[src/rtl/pct_pkg.sv]
// Shared constants and types for the polygon cut triangulator.
`default_nettype none

package pct_pkg;

  localparam int MAX_VERTICES = 16;
  localparam int MAX_CUTS     = MAX_VERTICES - 3;
  localparam int MAX_TRIS     = MAX_VERTICES - 2;

  localparam int VID_W  = 32;
  localparam int CUT_W  = 4;
  localparam int IDX_W  = $clog2(MAX_VERTICES);
  localparam int VCNT_W = $clog2(MAX_VERTICES + 1);
  localparam int CCNT_W = $clog2(MAX_CUTS + 1);
  localparam int CIDX_W = (MAX_CUTS > 1) ? $clog2(MAX_CUTS) : 1;
  localparam int TCNT_W = $clog2(MAX_TRIS + 1);
  localparam int TIDX_W = (MAX_TRIS > 1) ? $clog2(MAX_TRIS) : 1;
  localparam int FND_W  = $clog2(MAX_CUTS + MAX_VERTICES + 1);
  localparam int CMP_W  = (VCNT_W > CUT_W) ? VCNT_W : CUT_W;

  localparam logic MODE_VERTEX = 1'b0;
  localparam logic MODE_CUT    = 1'b1;

  localparam logic [MAX_VERTICES-1:0] ROW_LSB = MAX_VERTICES'(1);

  typedef struct packed {
    logic                    clr;
    logic                    wr_en;
    logic [IDX_W-1:0]        wr_addr;
    logic [MAX_VERTICES-1:0] wr_data;
  } em_cmd_t;

endpackage

`default_nettype wire

[src/rtl/pct_edge_matrix.sv]
// Directed edge matrix with one row read port, one row write port and a bulk clear.
`default_nettype none

module pct_edge_matrix (
  input  wire logic                            clk,
  input  wire logic                            rst_n,
  input  wire pct_pkg::em_cmd_t                cmd,
  input  wire logic [pct_pkg::IDX_W-1:0]       rd_addr,
  output logic      [pct_pkg::MAX_VERTICES-1:0] rd_row
);
  import pct_pkg::*;

  logic [MAX_VERTICES-1:0] rows_r [MAX_VERTICES];

  always_ff @(posedge clk) begin
    if (!rst_n || cmd.clr) begin
      rows_r <= '{default: '0};
    end else if (cmd.wr_en) begin
      rows_r[cmd.wr_addr] <= cmd.wr_data;
    end
  end

  assign rd_row = rows_r[rd_addr];

endmodule

`default_nettype wire

[src/rtl/polygon_cut_triangulator.sv]
// Top level: loads one face, cuts triangles through a sequenced edge matrix, emits them.
//
// Channel | Direction | Handshake              | Payload
// in      | input     | in_valid / in_ready    | mode, vertex_id, cut_from, cut_to, face_end
// out     | output    | out_valid / out_ready  | corner_one..three, last_triangle, face_error
//
// A vertex or cut item is taken while the block is idle.
// After the face end item, with n vertices and k cuts, the block writes the outer edges, then
// the cut edges; for each valid cut, then each outer edge left in the matrix, it reads row b and
// searches the edge matrix row by row, with at most n + k searched edges, closes each pass and
// at last evaluates the face. Each triangle is then read corner by corner through the single
// vertex store read port and held while out_ready stays low. Synchronous active-low reset
// clears the control state and the edge matrix, but not the stores or the output corners.
`default_nettype none

module polygon_cut_triangulator (
  input  wire logic                        clk,
  input  wire logic                        rst_n,
  input  wire logic                        in_valid,
  output logic                             in_ready,
  input  wire logic                        in_mode,
  input  wire logic [pct_pkg::VID_W-1:0]   in_vertex_id,
  input  wire logic [pct_pkg::CUT_W-1:0]   in_cut_from,
  input  wire logic [pct_pkg::CUT_W-1:0]   in_cut_to,
  input  wire logic                        in_face_end,
  output logic                             out_valid,
  input  wire logic                        out_ready,
  output logic      [pct_pkg::VID_W-1:0]   out_corner_one,
  output logic      [pct_pkg::VID_W-1:0]   out_corner_two,
  output logic      [pct_pkg::VID_W-1:0]   out_corner_three,
  output logic                             out_last_triangle,
  output logic                             out_face_error
);
  import pct_pkg::*;

  typedef enum logic [3:0] {
    S_IDLE,
    S_BUILD_OUTER,
    S_BUILD_CUT,
    S_CUT_SEL,
    S_ROWB,
    S_SEARCH,
    S_CLR_B,
    S_FINAL_SEL,
    S_EVAL,
    S_RD_C,
    S_RD_B,
    S_RD_A,
    S_OUT
  } state_t;

  typedef struct packed {
    logic [CUT_W-1:0] to;
    logic [CUT_W-1:0] from;
  } cut_t;

  typedef struct packed {
    logic [IDX_W-1:0] c;
    logic [IDX_W-1:0] b;
    logic [IDX_W-1:0] a;
  } tri_t;

  state_t                  state_r, state_nxt;
  logic [VCNT_W-1:0]       vcount_r, vcount_nxt;
  logic [CCNT_W-1:0]       ccount_r, ccount_nxt;
  logic [TCNT_W-1:0]       tcount_r, tcount_nxt;
  logic [FND_W-1:0]        found_r, found_nxt;
  logic                    ovf_r, ovf_nxt;
  logic                    err_r, err_nxt;
  logic                    final_r, final_nxt;
  logic [VCNT_W-1:0]       idx_r, idx_nxt;
  logic [VCNT_W-1:0]       c_r, c_nxt;
  logic [IDX_W-1:0]        a_r, a_nxt;
  logic [IDX_W-1:0]        b_r, b_nxt;
  logic [MAX_VERTICES-1:0] rowb_r, rowb_nxt;
  logic [TCNT_W-1:0]       t_r, t_nxt;
  logic                    out_valid_r, out_valid_nxt;
  logic [VID_W-1:0]        out_c_r, out_c_nxt;
  logic [VID_W-1:0]        out_b_r, out_b_nxt;
  logic [VID_W-1:0]        out_a_r, out_a_nxt;
  logic                    out_last_r, out_last_nxt;
  logic                    out_err_r, out_err_nxt;

  logic [VID_W-1:0]        vstore_r [MAX_VERTICES];
  cut_t                    cstore_r [MAX_CUTS];
  tri_t                    tstore_r [MAX_TRIS];

  logic                    vwr_en;
  logic                    cwr_en;
  logic                    twr_en;
  logic [IDX_W-1:0]        vaddr;
  logic [VID_W-1:0]        vrd;
  cut_t                    cut_sel;
  tri_t                    tri_sel;
  logic                    cut_ok;
  logic [IDX_W-1:0]        cut_a;
  logic [IDX_W-1:0]        cut_b;
  logic [IDX_W-1:0]        prev_i;
  logic                    is_last;
  em_cmd_t                 em_cmd;
  logic [IDX_W-1:0]        em_rd_addr;
  logic [MAX_VERTICES-1:0] em_rd_row;

  function automatic logic [IDX_W-1:0] prev_idx(input logic [VCNT_W-1:0] i,
                                                input logic [VCNT_W-1:0] n);
    if (i == '0) begin
      return IDX_W'(n - VCNT_W'(1));
    end
    return IDX_W'(i - VCNT_W'(1));
  endfunction

  pct_edge_matrix u_matrix (
    .clk     (clk),
    .rst_n   (rst_n),
    .cmd     (em_cmd),
    .rd_addr (em_rd_addr),
    .rd_row  (em_rd_row)
  );

  assign in_ready          = (state_r == S_IDLE);
  assign out_valid         = out_valid_r;
  assign out_corner_one    = out_c_r;
  assign out_corner_two    = out_b_r;
  assign out_corner_three  = out_a_r;
  assign out_last_triangle = out_last_r;
  assign out_face_error    = out_err_r;

  assign cut_sel = cstore_r[idx_r[CIDX_W-1:0]];
  assign tri_sel = tstore_r[t_r[TIDX_W-1:0]];
  assign cut_ok  = (CMP_W'(cut_sel.from) < CMP_W'(vcount_r)) &&
                   (CMP_W'(cut_sel.to) < CMP_W'(vcount_r));
  assign cut_a   = IDX_W'(cut_sel.from);
  assign cut_b   = IDX_W'(cut_sel.to);
  assign prev_i  = prev_idx(idx_r, vcount_r);
  assign is_last = ((t_r + TCNT_W'(1)) == tcount_r);
  assign vrd     = vstore_r[vaddr];

  always_comb begin
    state_nxt     = state_r;
    vcount_nxt    = vcount_r;
    ccount_nxt    = ccount_r;
    tcount_nxt    = tcount_r;
    found_nxt     = found_r;
    ovf_nxt       = ovf_r;
    err_nxt       = err_r;
    final_nxt     = final_r;
    idx_nxt       = idx_r;
    c_nxt         = c_r;
    a_nxt         = a_r;
    b_nxt         = b_r;
    rowb_nxt      = rowb_r;
    t_nxt         = t_r;
    out_valid_nxt = out_valid_r;
    out_c_nxt     = out_c_r;
    out_b_nxt     = out_b_r;
    out_a_nxt     = out_a_r;
    out_last_nxt  = out_last_r;
    out_err_nxt   = out_err_r;
    vwr_en        = 1'b0;
    cwr_en        = 1'b0;
    twr_en        = 1'b0;
    vaddr         = tri_sel.c;
    em_cmd        = '0;
    em_rd_addr    = b_r;

    case (state_r)
      S_IDLE: begin
        if (in_valid) begin
          case (in_mode)
            MODE_VERTEX: begin
              if (vcount_r < VCNT_W'(MAX_VERTICES)) begin
                vwr_en     = 1'b1;
                vcount_nxt = vcount_r + VCNT_W'(1);
              end else begin
                ovf_nxt = 1'b1;
              end
            end
            MODE_CUT: begin
              if (ccount_r < CCNT_W'(MAX_CUTS)) begin
                cwr_en     = 1'b1;
                ccount_nxt = ccount_r + CCNT_W'(1);
              end else begin
                ovf_nxt = 1'b1;
              end
            end
            default: begin
            end
          endcase
          if (in_face_end) begin
            idx_nxt   = '0;
            state_nxt = S_BUILD_OUTER;
          end
        end
      end
      S_BUILD_OUTER: begin
        if (idx_r == vcount_r) begin
          idx_nxt   = '0;
          state_nxt = S_BUILD_CUT;
        end else begin
          em_cmd.wr_en   = 1'b1;
          em_cmd.wr_addr = idx_r[IDX_W-1:0];
          em_cmd.wr_data = ROW_LSB << prev_i;
          idx_nxt        = idx_r + VCNT_W'(1);
        end
      end
      S_BUILD_CUT: begin
        if (idx_r == VCNT_W'(ccount_r)) begin
          idx_nxt   = '0;
          state_nxt = S_CUT_SEL;
        end else begin
          if (cut_ok) begin
            em_rd_addr     = cut_b;
            em_cmd.wr_en   = 1'b1;
            em_cmd.wr_addr = cut_b;
            em_cmd.wr_data = em_rd_row | (ROW_LSB << cut_a);
          end
          idx_nxt = idx_r + VCNT_W'(1);
        end
      end
      S_CUT_SEL: begin
        if (idx_r == VCNT_W'(ccount_r)) begin
          idx_nxt   = '0;
          final_nxt = 1'b1;
          state_nxt = S_FINAL_SEL;
        end else begin
          idx_nxt = idx_r + VCNT_W'(1);
          if (cut_ok) begin
            a_nxt     = cut_a;
            b_nxt     = cut_b;
            state_nxt = S_ROWB;
          end
        end
      end
      S_ROWB: begin
        em_rd_addr = b_r;
        rowb_nxt   = em_rd_row;
        c_nxt      = '0;
        state_nxt  = S_SEARCH;
      end
      S_SEARCH: begin
        em_rd_addr = c_r[IDX_W-1:0];
        if (c_r == vcount_r) begin
          state_nxt = final_r ? S_FINAL_SEL : S_CUT_SEL;
        end else if (rowb_r[c_r[IDX_W-1:0]] && em_rd_row[a_r]) begin
          em_cmd.wr_en   = 1'b1;
          em_cmd.wr_addr = c_r[IDX_W-1:0];
          em_cmd.wr_data = em_rd_row & ~(ROW_LSB << a_r);
          found_nxt      = found_r + FND_W'(1);
          if (tcount_r < TCNT_W'(MAX_TRIS)) begin
            twr_en     = 1'b1;
            tcount_nxt = tcount_r + TCNT_W'(1);
          end else begin
            ovf_nxt = 1'b1;
          end
          state_nxt = S_CLR_B;
        end else begin
          c_nxt = c_r + VCNT_W'(1);
        end
      end
      S_CLR_B: begin
        em_rd_addr     = b_r;
        em_cmd.wr_en   = 1'b1;
        em_cmd.wr_addr = b_r;
        em_cmd.wr_data = em_rd_row & ~(ROW_LSB << c_r[IDX_W-1:0]);
        state_nxt      = final_r ? S_FINAL_SEL : S_CUT_SEL;
      end
      S_FINAL_SEL: begin
        em_rd_addr = idx_r[IDX_W-1:0];
        if (idx_r == vcount_r) begin
          state_nxt = S_EVAL;
        end else begin
          idx_nxt = idx_r + VCNT_W'(1);
          if (em_rd_row[prev_i]) begin
            a_nxt     = idx_r[IDX_W-1:0];
            b_nxt     = prev_i;
            state_nxt = S_ROWB;
          end
        end
      end
      S_EVAL: begin
        err_nxt = ovf_r || (vcount_r < VCNT_W'(3)) ||
                  ((CMP_W + 1)'(ccount_r) + (CMP_W + 1)'(3) != (CMP_W + 1)'(vcount_r)) ||
                  (found_r != FND_W'(ccount_r) + FND_W'(1)) ||
                  (tcount_r == '0);
        t_nxt   = '0;
        if (tcount_r == '0) begin
          out_c_nxt     = '0;
          out_b_nxt     = '0;
          out_a_nxt     = '0;
          out_last_nxt  = 1'b1;
          out_err_nxt   = 1'b1;
          out_valid_nxt = 1'b1;
          state_nxt     = S_OUT;
        end else begin
          state_nxt = S_RD_C;
        end
      end
      S_RD_C: begin
        vaddr     = tri_sel.c;
        out_c_nxt = vrd;
        state_nxt = S_RD_B;
      end
      S_RD_B: begin
        vaddr     = tri_sel.b;
        out_b_nxt = vrd;
        state_nxt = S_RD_A;
      end
      S_RD_A: begin
        vaddr         = tri_sel.a;
        out_a_nxt     = vrd;
        out_last_nxt  = is_last;
        out_err_nxt   = is_last && err_r;
        out_valid_nxt = 1'b1;
        state_nxt     = S_OUT;
      end
      S_OUT: begin
        if (out_ready) begin
          out_valid_nxt = 1'b0;
          if (out_last_r) begin
            vcount_nxt = '0;
            ccount_nxt = '0;
            tcount_nxt = '0;
            found_nxt  = '0;
            ovf_nxt    = 1'b0;
            err_nxt    = 1'b0;
            final_nxt  = 1'b0;
            em_cmd.clr = 1'b1;
            state_nxt  = S_IDLE;
          end else begin
            t_nxt     = t_r + TCNT_W'(1);
            state_nxt = S_RD_C;
          end
        end
      end
      default: begin
        state_nxt = S_IDLE;
      end
    endcase
  end

  always_ff @(posedge clk) begin
    if (!rst_n) begin
      state_r     <= S_IDLE;
      vcount_r    <= '0;
      ccount_r    <= '0;
      tcount_r    <= '0;
      found_r     <= '0;
      ovf_r       <= 1'b0;
      err_r       <= 1'b0;
      final_r     <= 1'b0;
      idx_r       <= '0;
      c_r         <= '0;
      a_r         <= '0;
      b_r         <= '0;
      rowb_r      <= '0;
      t_r         <= '0;
      out_valid_r <= 1'b0;
      out_last_r  <= 1'b0;
      out_err_r   <= 1'b0;
    end else begin
      state_r     <= state_nxt;
      vcount_r    <= vcount_nxt;
      ccount_r    <= ccount_nxt;
      tcount_r    <= tcount_nxt;
      found_r     <= found_nxt;
      ovf_r       <= ovf_nxt;
      err_r       <= err_nxt;
      final_r     <= final_nxt;
      idx_r       <= idx_nxt;
      c_r         <= c_nxt;
      a_r         <= a_nxt;
      b_r         <= b_nxt;
      rowb_r      <= rowb_nxt;
      t_r         <= t_nxt;
      out_valid_r <= out_valid_nxt;
      out_last_r  <= out_last_nxt;
      out_err_r   <= out_err_nxt;
    end
    out_c_r <= out_c_nxt;
    out_b_r <= out_b_nxt;
    out_a_r <= out_a_nxt;
  end

  always_ff @(posedge clk) begin
    if (vwr_en) begin
      vstore_r[vcount_r[IDX_W-1:0]] <= in_vertex_id;
    end
    if (cwr_en) begin
      cstore_r[ccount_r[CIDX_W-1:0]] <= '{to: in_cut_to, from: in_cut_from};
    end
    if (twr_en) begin
      tstore_r[tcount_r[TIDX_W-1:0]] <= '{c: c_r[IDX_W-1:0], b: b_r, a: a_r};
    end
  end

`ifndef SYNTHESIS
  a_no_overlap: assert property (@(posedge clk) disable iff (!rst_n)
    !(in_ready && out_valid))
    else $error("input accepted while a result transaction is pending");

  a_tcount_bound: assert property (@(posedge clk) disable iff (!rst_n)
    tcount_r <= TCNT_W'(MAX_TRIS))
    else $error("triangle count exceeds the result limit");

  a_err_on_last: assert property (@(posedge clk) disable iff (!rst_n)
    (out_valid && out_face_error) |-> out_last_triangle)
    else $error("face error shown on a result that is not the last");

  a_idle_after_last: assert property (@(posedge clk) disable iff (!rst_n)
    (out_valid && out_ready && out_last_triangle) |=> (in_ready && !out_valid))
    else $error("block not idle after the last result transaction");
`endif

endmodule

`default_nettype wire
[config.mk]
export PLATFORM = sky130hd
export DESIGN_NAME = polygon_cut_triangulator
export DESIGN_NICKNAME = d
export VERILOG_FILES = /design/src/rtl/pct_pkg.sv /design/src/rtl/pct_edge_matrix.sv /design/src/rtl/polygon_cut_triangulator.sv
export SDC_FILE = /design/constraint.sdc
export NUM_CORES = 2
export LEC_CHECK = 0
export BUFFER_PORTS_ARGS = -buffer_cell sky130_fd_sc_hd__clkbuf_2
export CORE_ASPECT_RATIO = 0.75
export CORE_UTILIZATION = 65
export CTS_CLUSTER_DIAMETER = 150
export DETAILED_ROUTE_END_ITERATION = 12
export HOLD_SLACK_MARGIN = 0.12
export PLACE_DENSITY = 0.83
export SLEW_MARGIN = 20
export SYNTH_ARGS = -nofsm -noshare
export SYNTH_HDL_FRONTEND = slang
export SYNTH_SLANG_ARGS = --single-unit
[constraint.sdc]
create_clock -name clk -period 22.6 [get_ports clk]
set_input_delay 4.52 -clock clk [delete_from_list [all_inputs] [get_ports clk]]
set_output_delay 4.52 -clock clk [all_outputs]
set_load 0.01 [all_outputs]
==> Word-level counts from Yosys, hierarchy flattened <==
Memories as Yosys holds them, arrays and structs flattened. A register that Yosys moved wholly into a read port is not among the register bits.
Index checks and enable logic that the tools add are counted.
W data, S select, Z words.
{ "word_totals": {"mem_count": 3, "output_inout_bits": 100, "mem_bits_rw": 784, "reg_bits": 418, "word_cells": 288} }
{ "op_classes": {"n_lt_le_gt_ge": 12, "n_addsub": 11, "eq_ne": 45, "n_bitwise": 8, "shift": 4, "muxes": 126, "n_reduce_logical": 43} }
{ "mem_list": {"columns": ["memory", "depth", "width", "read_ports", "rd_ports_with_merged_regs", "write_ports", "line_no", "text"], "rows": [
  ["vstore_r", 16, 32, 1, 0, 1, "polygon_cut_triangulator.sv:84", "logic [VID_W-1:0] vstore_r [MAX_VERTICES];"],
  ["tstore_r", 14, 12, 1, 1, 1, "polygon_cut_triangulator.sv:86", "tri_t tstore_r [MAX_TRIS];"],
  ["cstore_r", 13, 8, 1, 1, 1, "polygon_cut_triangulator.sv:85", "cut_t cstore_r [MAX_CUTS];"]
]} }
{ "ops": {"columns": ["cell", "n"], "rows": [
  ["$bwmux W256", 1],
  ["$pmux W32 S2", 3],
  ["$mux W4", 36],
  ["$mux W21", 5],
  ["$pmux W21 S4", 1],
  ["$mux W5", 14],
  ["$bmux W16 S4", 1],
  ["$demux W16 S4", 1],
  ["$shl A1 B4 Y16 const A", 4],
  ["$pmux W4 S13", 1],
  ["$mux W16", 3],
  ["$pmux W4 S2", 6],
  ["$mux W1", 36],
  ["$ne A2 B2 Y1 const B", 18],
  ["$and A16 B16 Y16", 2],
  ["$mux W32", 1],
  ["$not A16 Y16", 2],
  ["$pmux W5 S2", 3],
  ["$add A5 B1 Y5 const B", 4],
  ["$eq A4 B4 Y1 const B", 5],
  ["$pmux W5 S4", 1],
  ["$reduce_and A6 Y1", 3],
  ["$reduce_bool A2 Y1", 9],
  ["$eq A4 B3 Y1 const B", 4],
  ["other kinds (41)", 85]
]} }

==> Logic depth before layout (Yosys ltp) <==
{ "logic_depth": {"depth_word": 21, "mapped_depth": 32, "ltp_nobuf": 21} }

==> By module <==
A second synthesis with hierarchy kept.
{ "hier_totals": {"hier_cells": 4017, "area_unflattened_um2": 52491.6} }
{ "by_module_without_submodules": {"columns": ["mod", "area_per_inst_um2", "n_inst", "cells_per_inst", "seq_area_each_um2"], "rows": [
  ["polygon_cut_triangulator", 40646.5, 1, 2658, 27906.8],
  ["pct_edge_matrix", 11845.1, 1, 1359, 5124.9]
]} }

==> Worst setup path after synthesis <==
Ideal clock, no wire load.
{ "synth_path": {"kind": "input port to flip-flop", "startpoint": "input port in_valid", "endpoint": "memory vstore_r[2][0] (enable)", "cell_stages": 4, "t_arrival_ps": 7388, "required_ps": 22139, "path_slack_ps": 14751, "path_cell_list": "nand2_1 > nor3_1 > nand2_1 > nor3_1"} }
{ "synth_via": {"elab_chain_len": 4} }
{ "synth_lines": {"columns": ["element", "line_no", "text"], "rows": [
  ["start: declaration", "polygon_cut_triangulator.sv:19", "input wire logic in_valid,"],
  ["$mux W1", "polygon_cut_triangulator.sv:168", "if (in_valid) begin"],
  ["$mux W1", "polygon_cut_triangulator.sv:166", "case (state_r)"],
  ["$mux W1", "polygon_cut_triangulator.sv:385", "if (vwr_en) begin"],
  ["$mux W1 (implied by the code)", "polygon_cut_triangulator.sv:386", "vstore_r[vcount_r[IDX_W-1:0]] <= in_vertex_id;"],
  ["end: declaration", "polygon_cut_triangulator.sv:84", null]
]} }
No other way between the ends.

==> metrics.yaml <==
cts_num_sinks: 1210
cts_resized: 0
synth_cell_type_count: 105
nNetsFinal: 3808
drtIter0Drc: 4982
power_frac_comb_pct: 8.0
dp_slack_ps: 13500
hold_buffers: 0
vias: 33400
async_flop_share_pct: 0
maxSlewHeadroom_pct: 19.1
synth_common_cells: "edfxtp_1 (880), nand2_1 (417), dfxtp_1 (330)"
wl_met1_um: 56000
synth.net_count: 3729
max_stage_delay_ps: 960
min_path_type: "flop to flop"
power_mw: 4.59
dieArea_sq_um: 80700
p_leak_nw: 19.8
cts_root_buffer: "clkbuf_16"
htree_levels: 3
synth_largest_area_cell: "edfxtp_1"
clockBufferDepth: 3
critPathMaxFanout: 52
antenna_left: 0
worst_setup_path_start_kind: "flop"
fmax_ghz: 0.106
routed-wl-met2_um: 63400
critPathSlowestCell: "dfxtp_1"
cp.depth: 22
yosysMostFrequentCell: "edfxtp_1"
cts_buffers: 106
rows: 89
grt_max_degree: 220
start_util_pct: 65.7
dpl-instance-area_sq_um: 53400
drive_above_1_share_pct: 18.6
top_layer: "met5"
area_growth_pct: 9.92
wl_um: 140000
required_ps: 23130
cp-endpoint: "u_matrix.rows_r[108]"
r2r_slack_ps: 13130
yosys-top-cells-area: "edfxtp_1 (51%), dfxtp_1 (13%), mux4_2 (8.8%)"
detailroute.wirelength.met3_um: 16500
ys.flop_type: "edfxtp_1"
avgRoutedWirePerCell_um: 28.8
crit_path_end_kind: "flop"
power.internal_mw: 3.51
grt_pass1_vias: 32300
core_region_area_sq_um: 78700
rsz0062_at_grt: "no"
fin_area_sq_um: 56800
fin_tns_setup_ps: 0
synth_seq_area_share_pct: 63.9
power_density_nw_per_um2: 80.8
timing.critical_path.mode_cell: "buf_4"
dp_hpwl_um: 83500
drv_slew: 0
dp_cells: 4667
p_sw_mw: 1.08
synth_top_area_share_pct: 51.1
worst-path-buf-inv: 4
drt_first_pass_iters: 7
worstSetupPathType: "flop to flop"
r2r_cells: 22
fin_worst_skew_ps: 24.9
die_w_um: 328
syn_inst: 3650
grt.overflow.total: 0
io_buffers: 145
postCtsSetupRepairBufs: 0
vias_per_cell: 6.86
switching_share_pct: 23.6
path_cells: "mux4_2, mux2_2, o21ai_0, inv_1, ha_1, and4b_1, o21ai_1, o32ai_2, o21a_1, buf_4, nand2_4, buf_4, a211o_1, a32oi_1, and2_1, a2bb2oi_1, and4bb_4, a22oi_4, o21ai_4, nand4b_1, buf_4, mux2i_1"
final_cells: 4870
period_share_pct: 41.9
cp_data_arrival_time_ps: 10000
synth_edf_count: 880
status: "completed"
fin_util_pct: 72.2
clock_power_share_pct: 39.4
grt_pass1_wl_um: 207000
peakVddDrop_uv: 79.2
ys.warnings.count: 0
grtUsageTotal_pct: 34.8
drc: 0
timing.final.ws_setup_ps: 13130
critPathTopFamily: "compound AO/OA/AOI/OAI gates"
die_h_um: 246
clk_pin_slew_ps: 60
tightest_slew_ps: 1190
pin_count: 146
r2r-end: "u_matrix.rows_r[108]"
syn_area_per_cell_sq_um: 14.2
max-cap-violations: 0
hold_viol: 0
clk_latency_ps: 700
yosys_register_bits: 1210
seqPwrFrac_pct: 52.6
holdWs_ps: 455
routabilityCongestion: 1.04
grt_antenna_before_repair: 8
cts_tree: "yes"
syn_area_sq_um: 51700
nFillCells: 4852
fin_crit_ps: 9470
setup_viol: 0
==> final cells by class <==
type | instances | area (sq um) | share of cell area, %
diodes | 2 | 5.00 | 0.00881
clock buffers | 144 | 2970 | 5.23
clock inverters | 57 | 492 | 0.865
inverters | 34 | 128 | 0.225
multi-input cells | 2151 | 17500 | 30.9
flip-flops and latches | 1210 | 33000 | 58.1
well taps | 1046 | 1310 | 2.30
repair buffers | 226 | 1350 | 2.37
==> state kept, by name, indices dropped and copies added, names as in the netlist, 5 cells and up, named ones only <==
register and cells:
tstore_r 168, vcount_r 5, u_matrix.rows_r 256, found_r 5, c_r 5, out_corner_two 32, idx_r 5, rowb_r 16
vstore_r 512, out_corner_one 32, cstore_r 104, out_corner_three 32
==> per-layer routing <==
layer	vias to the layer above	GRT usage, %
met5	-	0
met4	4	11.3
met3	348	7.29
met2	2328	52.2
met1	16700	51.3
li1	14000	-
==> worst min path at each step <==
| stage | start | endpoint | slack, ps | cells past startpoint |
|---|---|---|---|---|
| after floorplan | u_matrix.rows_r[32] | u_matrix.rows_r[32] | 430 | 2 |
| after global placement | u_matrix.rows_r[32] | u_matrix.rows_r[32] | 440 | 2 |
| after detailed placement | u_matrix.rows_r[238] | u_matrix.rows_r[238] | 450 | 2 |
| after CTS | u_matrix.rows_r[47] | u_matrix.rows_r[47] | 460 | 2 |
| after global routing | u_matrix.rows_r[18] | u_matrix.rows_r[18] | 480 | 2 |
| final | u_matrix.rows_r[18] | u_matrix.rows_r[18] | 450 | 2 |
==> cell families after synthesis <==
logic type	count (synthesis)	synth area share (%)
fa+ha+maj	33	0.799
simple gates	1006	9.21
xor+xnor	39	0.661
mux	571	16.0
compound gates	502	6.69
buf+inv	289	2.71
flops	1210	63.9
==> power by group through the flow <==
stage               sequential (mW)  clock, mW  combinational, mW
finish                         2.42       1.81              0.366
global route                   2.42       1.90              0.384
CTS                            2.42       1.82              0.352
detailed placement             2.46          0              0.349
global placement               2.46          0              0.345
floorplan                      2.46          0              0.228
==> layout by cell type (no fill, tap or decap), types with 80 or more instances in the layout <==
master / count
edfxtp_1: 880
nand2_1: 414
dfxtp_1: 329
mux2i_1: 317
mux4_2: 201
clkbuf_2: 145
nor2_1: 140
a21oi_1: 131
clkbuf_16: 111
o21ai_0: 96
nor3_1: 94
buf_4: 80
==> worst register-to-register path, cell delays in order (launching register included) <==
cell	delay, ps
dfxtp_1	960
mux4_2	430
mux2_2	280
o21ai_0	540
inv_1	200
ha_1	340
and4b_1	180
o21ai_1	90
o32ai_2	470
o21a_1	240
buf_4	440
nand2_4	560
buf_4	510
a211o_1	380
a32oi_1	460
and2_1	400
a2bb2oi_1	150
and4bb_4	240
a22oi_4	780
o21ai_4	220
nand4b_1	790
buf_4	510
mux2i_1	150
Note: power is estimated with default switching activity, not from simulation.
